[src/hdl/fpsr_pkg.sv]
// Package for the flow packet sequence recorder.
// Holds sizes, codes, payload structs and control structs shared by all files.
// No dependencies.
`timescale 1ns / 1ps
package fpsr_pkg;

  localparam int MAX_RECORDS = 32;
  localparam int IDX_W = (MAX_RECORDS > 1) ? $clog2(MAX_RECORDS) : 1;
  localparam int CNT_W = $clog2(MAX_RECORDS + 1);

  localparam logic [7:0]  PROTO_TCP   = 8'd6;
  localparam logic [31:0] WRAP_WINDOW = 32'd42949672;

  localparam logic [1:0] CFG_SKIP   = 2'd0;
  localparam logic [1:0] CFG_EMPTY  = 2'd1;
  localparam logic [1:0] CFG_MINLEN = 2'd2;

  typedef enum logic [1:0] {
    ACT_FIRST  = 2'd0,
    ACT_NEXT   = 2'd1,
    ACT_EXPORT = 2'd2,
    ACT_NONE   = 2'd3
  } action_t;

  typedef enum logic [1:0] {
    KIND_PKT    = 2'd0,
    KIND_REC    = 2'd1,
    KIND_EMPTY  = 2'd2,
    KIND_REMOVE = 2'd3
  } kind_t;

  typedef struct packed {
    action_t     action;
    logic        from_source;
    logic [7:0]  ip_protocol;
    logic [31:0] tcp_seq;
    logic [31:0] tcp_ack;
    logic [15:0] payload_length;
    logic [7:0]  tcp_flag_bits;
    logic [15:0] total_length;
    logic [15:0] wire_payload_length;
    logic [63:0] timestamp;
    logic [31:0] flow_packets;
    logic        flow_syn_seen;
  } in_item_t;

  typedef struct packed {
    kind_t       result_kind;
    logic        duplicate;
    logic        recorded;
    logic [6:0]  record_count;
    logic        rec_direction;
    logic [15:0] rec_length;
    logic [7:0]  rec_flags;
    logic [63:0] rec_time;
    logic        last;
  } out_item_t;

  typedef struct packed {
    logic        direction;
    logic [15:0] length;
    logic [7:0]  flags;
    logic [63:0] time_stamp;
  } rec_t;

  typedef struct packed {
    logic             we;
    logic [IDX_W-1:0] waddr;
    logic             re;
    logic [IDX_W-1:0] raddr;
  } store_ctl_t;

  typedef struct packed {
    logic        skip_duplicates;
    logic        count_empty;
    logic [15:0] remove_max_pkts;
  } cfg_t;

  typedef struct packed {
    logic no_borrow;
    logic in_window;
  } cmp_t;

  typedef struct packed {
    logic [CNT_W-1:0] count;
  } stat_t;

endpackage

[src/hdl/fpsr_store.sv]
// Record store: one write port, one read port with registered read data.
// Depends on fpsr_pkg.
`timescale 1ns / 1ps
module fpsr_store
  import fpsr_pkg::*;
(
  input  logic       clk,
  input  store_ctl_t ctl,
  input  rec_t       wdata,
  output rec_t       rdata
);
  rec_t mem [MAX_RECORDS];

  always_ff @(posedge clk) begin
    if (ctl.we) begin
      mem[ctl.waddr] <= wdata;
    end
    if (ctl.re) begin
      rdata <= mem[ctl.raddr];
    end
  end
endmodule

[config.mk]
export PLATFORM = sky130hd
export DESIGN_NAME = fpsr_store
export DESIGN_NICKNAME = d
export VERILOG_FILES = /design/src/hdl/fpsr_pkg.sv /design/src/hdl/fpsr_store.sv
export SDC_FILE = /design/constraint.sdc
export NUM_CORES = 2
export LEC_CHECK = 0
export ABC_AREA = 1
export BUFFER_PORTS_ARGS = -buffer_cell sky130_fd_sc_hd__clkbuf_2
export CAP_MARGIN = 10
export CORE_MARGIN = 5
export CORE_UTILIZATION = 55
export DETAILED_ROUTE_END_ITERATION = 8
export HOLD_SLACK_MARGIN = 0.08
export MAX_ROUTING_LAYER = met4
export PLACE_DENSITY = 0.71
export RECOVER_POWER = 100
export SLEW_MARGIN = 10
export SYNTH_ARGS = -nofsm -noshare
export SYNTH_HDL_FRONTEND = slang
export SYNTH_SLANG_ARGS = --single-unit
[constraint.sdc]
create_clock -name clk -period 15.8 [get_ports clk]
set_input_delay 1.58 -clock clk [delete_from_list [all_inputs] [get_ports clk]]
set_output_delay 1.58 -clock clk [all_outputs]
set_load 0.05 [all_outputs]
=== Yosys cells after proc, flatten, opt, wreduce, memory -nomap -nowiden ===
Memories as Yosys holds them, arrays and structs flattened. A register that Yosys moved wholly into a read port is not among the register bits.
Cells that the tools add are included.

* Multiplexer cells: 2

{| class="wikitable"
|+ Operator list
! cell !! number
|-
| $mux 1 || 2
|}

* Register bits after elaboration: 0
* Bits in writable memories: 2848
* Input port bits: 102
* Memories kept: 1

{| class="wikitable"
|+ Memory list
! memory !! words !! bits a word !! rd ports !! clocked after Yosys merged registers in !! write ports !! line !! RTL
|-
| mem || 32 || 89 || 1 || 1 || 1 || fpsr_store.sv:12 || <nowiki>rec_t mem [MAX_RECORDS];</nowiki>
|}

=== Depth between registers and ports, before layout ===
* Depth in word-level cells: 2
* Mapped depth: 12

=== Least setup slack after synthesis ===
Ideal clock, no wire load.

* Kind: input -> register
* Start point: input ctl[6] (netlist name)
* End point: memory mem[0][0] (netlist name) (enable)
* Setup time: 537 ps
* Data arrival time: 5590 ps
* Required time: 15263 ps
* Setup slack: 9672 ps
* Stages: 3
* Buffers on the path: 0
* Cell sequence: inv_1 nand3_1 nor2_1

{| class="wikitable"
|+ RTL lines
! item !! line !! RTL
|-
| from (decl) || fpsr_store.sv:8 || <nowiki>input store_ctl_t ctl,</nowiki>
|-
| to (decl) || fpsr_store.sv:12 ||
|}

No word-level cell before the write port.

=== Final worst setup path ===
* Start point: input ctl[11] (netlist name)
* End point: memory mem[10][28] (netlist name) (enable)

* Cells in the longest elaborated chain, start to end: 2

{| class="wikitable"
|+ Ends and longest elaborated chain
! item !! line !! RTL
|-
| $mux 1 || fpsr_store.sv:15 || <nowiki>if (ctl.we) begin</nowiki>
|-
| $mux 1 (implied by the code) || fpsr_store.sv:16 || <nowiki>mem[ctl.waddr] <= wdata;</nowiki>
|}

No other way between the ends.

==> flow_summary.ini <==
[sta]
max-slew-margin-rel = -6.25
rsz0062_at_grt = no
period_share = 0.674
worst_pin_slew_ns = 10.87
hold_viol_final = 0
finalCriticalPeriod_ns = 10.66
fin_skew_ns = 0.0401
drv_slew = 3595
finalSetupViolCount = 0
max_freq_ghz = 0.0938
setup_tns_ns = 0

[layout]
fin_util = 0.607
syn2layout_area_growth_pct = 9.78
num-nets-final = 9475
drive_above_1_share = 0.0469

[synthesis]
synth_area_um2 = 116000
synth_top_family_by_area = simple AND/OR/NAND/NOR gates
synthXorXnorAreaFrac = 0
synthDistinctLibCells = 11
synth_fa_ha_area_frac = 0
synth-simple-area-share = 0.215
synth.area.top_cells = edfxtp_1, nand3_1, nand2_1
ys_seq_area_frac = 0.760
synth_nets = 9472
synth_edf_count = 2937
syn_area_per_cell_um2 = 12.4
dominantRegCellSynth = edfxtp_1
synth_mux_area_frac = 0
synth_top_area_share = 0.760
synth_area_leader_cell = edfxtp_1
synth_cells = 9370
synth.most_common_cell = nand2_1
synth-seq-cells = 2937
synth_compound_area_frac = 0
async_flop_share = 0
ys.warnings.count = 0
synthTopCellsByCount = nand2_1, edfxtp_1, nand3_1

[global_route]
grt_first_pass_wirelength_um = 482000
grt_overflow = 0
use_met2 = 0.461
grt_util_met3 = 0.0565
grt_pass1_vias = 73700
grt_use_met1 = 0.405
track_usage = 0.301
grt.busiest_layer = met2
grt_max_degree = 221
grt_antenna_before_repair = 34

[clock_tree]
ctsHoldBuffers = 0
clk_path_buf_depth = 4
path_clk_slew_ns = 0.06
cts_resized = 0
cts_made_buffers = 304
cts_tree = yes
clk_latency_ns = 0.92
cts_sinks = 2937
htree_levels = 5
root_buffer = clkbuf_16
postCtsSetupRepairBufs = 0

[power_and_ir_drop]
ir_drop_uv = 104
powerDensity_nw_per_um2 = 128
p_leak_nw = 44.4

[place]
io_buffers = 190
place_congestion = 0.788
hpwl_um = 144000

[setup_path]
cp_max_fo = 74
crit_path_cell_trace = clkbuf_1, nand3_1, nor2_1, clkbuf_1
crit_type = primary input to flop
end_kind = flop
cpPeakStageDelay_ns = 6.26
crit_arrival_ns = 10.88
cp.required_ns = 16.02
slowest_stage = clkbuf_1
start_kind = primary input
worst_path_most_repeated_cell = clkbuf_1

[die]
fp.dieW_um = 469
std_cell_rows = 168
boundaryPins = 191
dieHeight_um = 469
start_util = 0.553
fp.coreArea_um2 = 210000
dieArea_um2 = 220000

[drt]
drc = 0
routed_via_density = 6.17
final_antenna_net_count = 0
wl_per_cell_um = 26.5
drt_wl_total_um = 330000
drtIter0Drc = 11800
first_pass_iters = 7
route.vias.total = 76600

[status]
status = finished with violations
violations = capacitance limit, slew limit

[run]
drv_cap = 82

[hold_path]
hold_path.class = flop to flop
-- stage by stage --
stage / total power, W / setup slack, ns / instances / area (um2) / hold WS, ns
after floorplan: 0.00948 / 9.67 / 9370 / 116000 / 0.716
after global placement: 0.00983 / 9.17 / 11900 / 119000 / 0.738
after detailed placement: 0.00985 / 9.06 / 11900 / 119000 / 0.747
after CTS: 0.0163 / 9.96 / 12400 / 128000 / 0.763
after global routing: 0.0167 / 4.83 / 12400 / 127000 / 0.834
final: 0.0163 / 5.14 / 12400 / 127000 / 0.759
-- routing by layer --
| layer | routed length [um] | vias to the layer above |
|---|---|---|
| met5 | 0 | - |
| met4 | 13900 | 0 |
| met3 | 38900 | 874 |
| met2 | 153000 | 4859 |
| met1 | 124000 | 37500 |
| li1 | - | 33400 |
-- kinds of logic (layout without fill, tap and decap cells) --
family,Yosys count,after routing
DFF,2937,2937
and+or+nand+nor,5813,5813
buffers and inverters,620,831
other,0,35
-- critical path, delay by kind of cell --
family	cells	cell delay (ns)
buffers and inverters	2	6.42
and+or+nand+nor	2	2.64
-- worst paths after layout --
check / from / endpoint / slack [ns] / cells past startpoint
min reg2reg: mem[11][81] / rdata[81] / 0.76 / 6
max: ctl[11] / mem[10][28] / 5.14 / 4
max reg2reg: mem[25][63] / rdata[63] / 14.21 / 8
min: mem[11][81] / rdata[81] / 0.76 / 6
-- state kept, by name, summed over array words and instances (netlist names) --
name,flops
mem,2848
rdata,89
-- cell usage in the layout (no fill, tap or decap), types with 8 or more instances in the layout --
| cell | instances |
|---|---|
| bufinv_16 | 8 |
| nor2_1 | 15 |
| clkinv_1 | 78 |
| edfxtp_1 | 2937 |
| clkinv_2 | 41 |
| buf_12 | 8 |
| nand2_1 | 3261 |
| buf_4 | 40 |
| nor2_4 | 17 |
| diode_2 | 35 |
| nand3_1 | 2520 |
| clkbuf_16 | 313 |
| clkbuf_1 | 316 |
-- layout make-up --
cell class	count	area (um2)
diodes	35	87.6
clock buffers	380	8080
clock inverters	134	797
fillers	15900	82500
inverters	10	66.3
multi-input cells	5813	25100
flip-flops and latches	2937	88200
well taps	2805	3510
repair buffers	307	1490
-- power breakdown --
| part | internal, W | switching [W] | total, W |
|---|---|---|---|
| clock | 0.00373 | 0.00284 | 0.00657 |
| combinational | 0.000216 | 0.000746 | 0.000962 |
| sequential | 0.00871 | 0.0000383 | 0.00875 |
No activity file was read; power rests on OpenSTA's default activity.
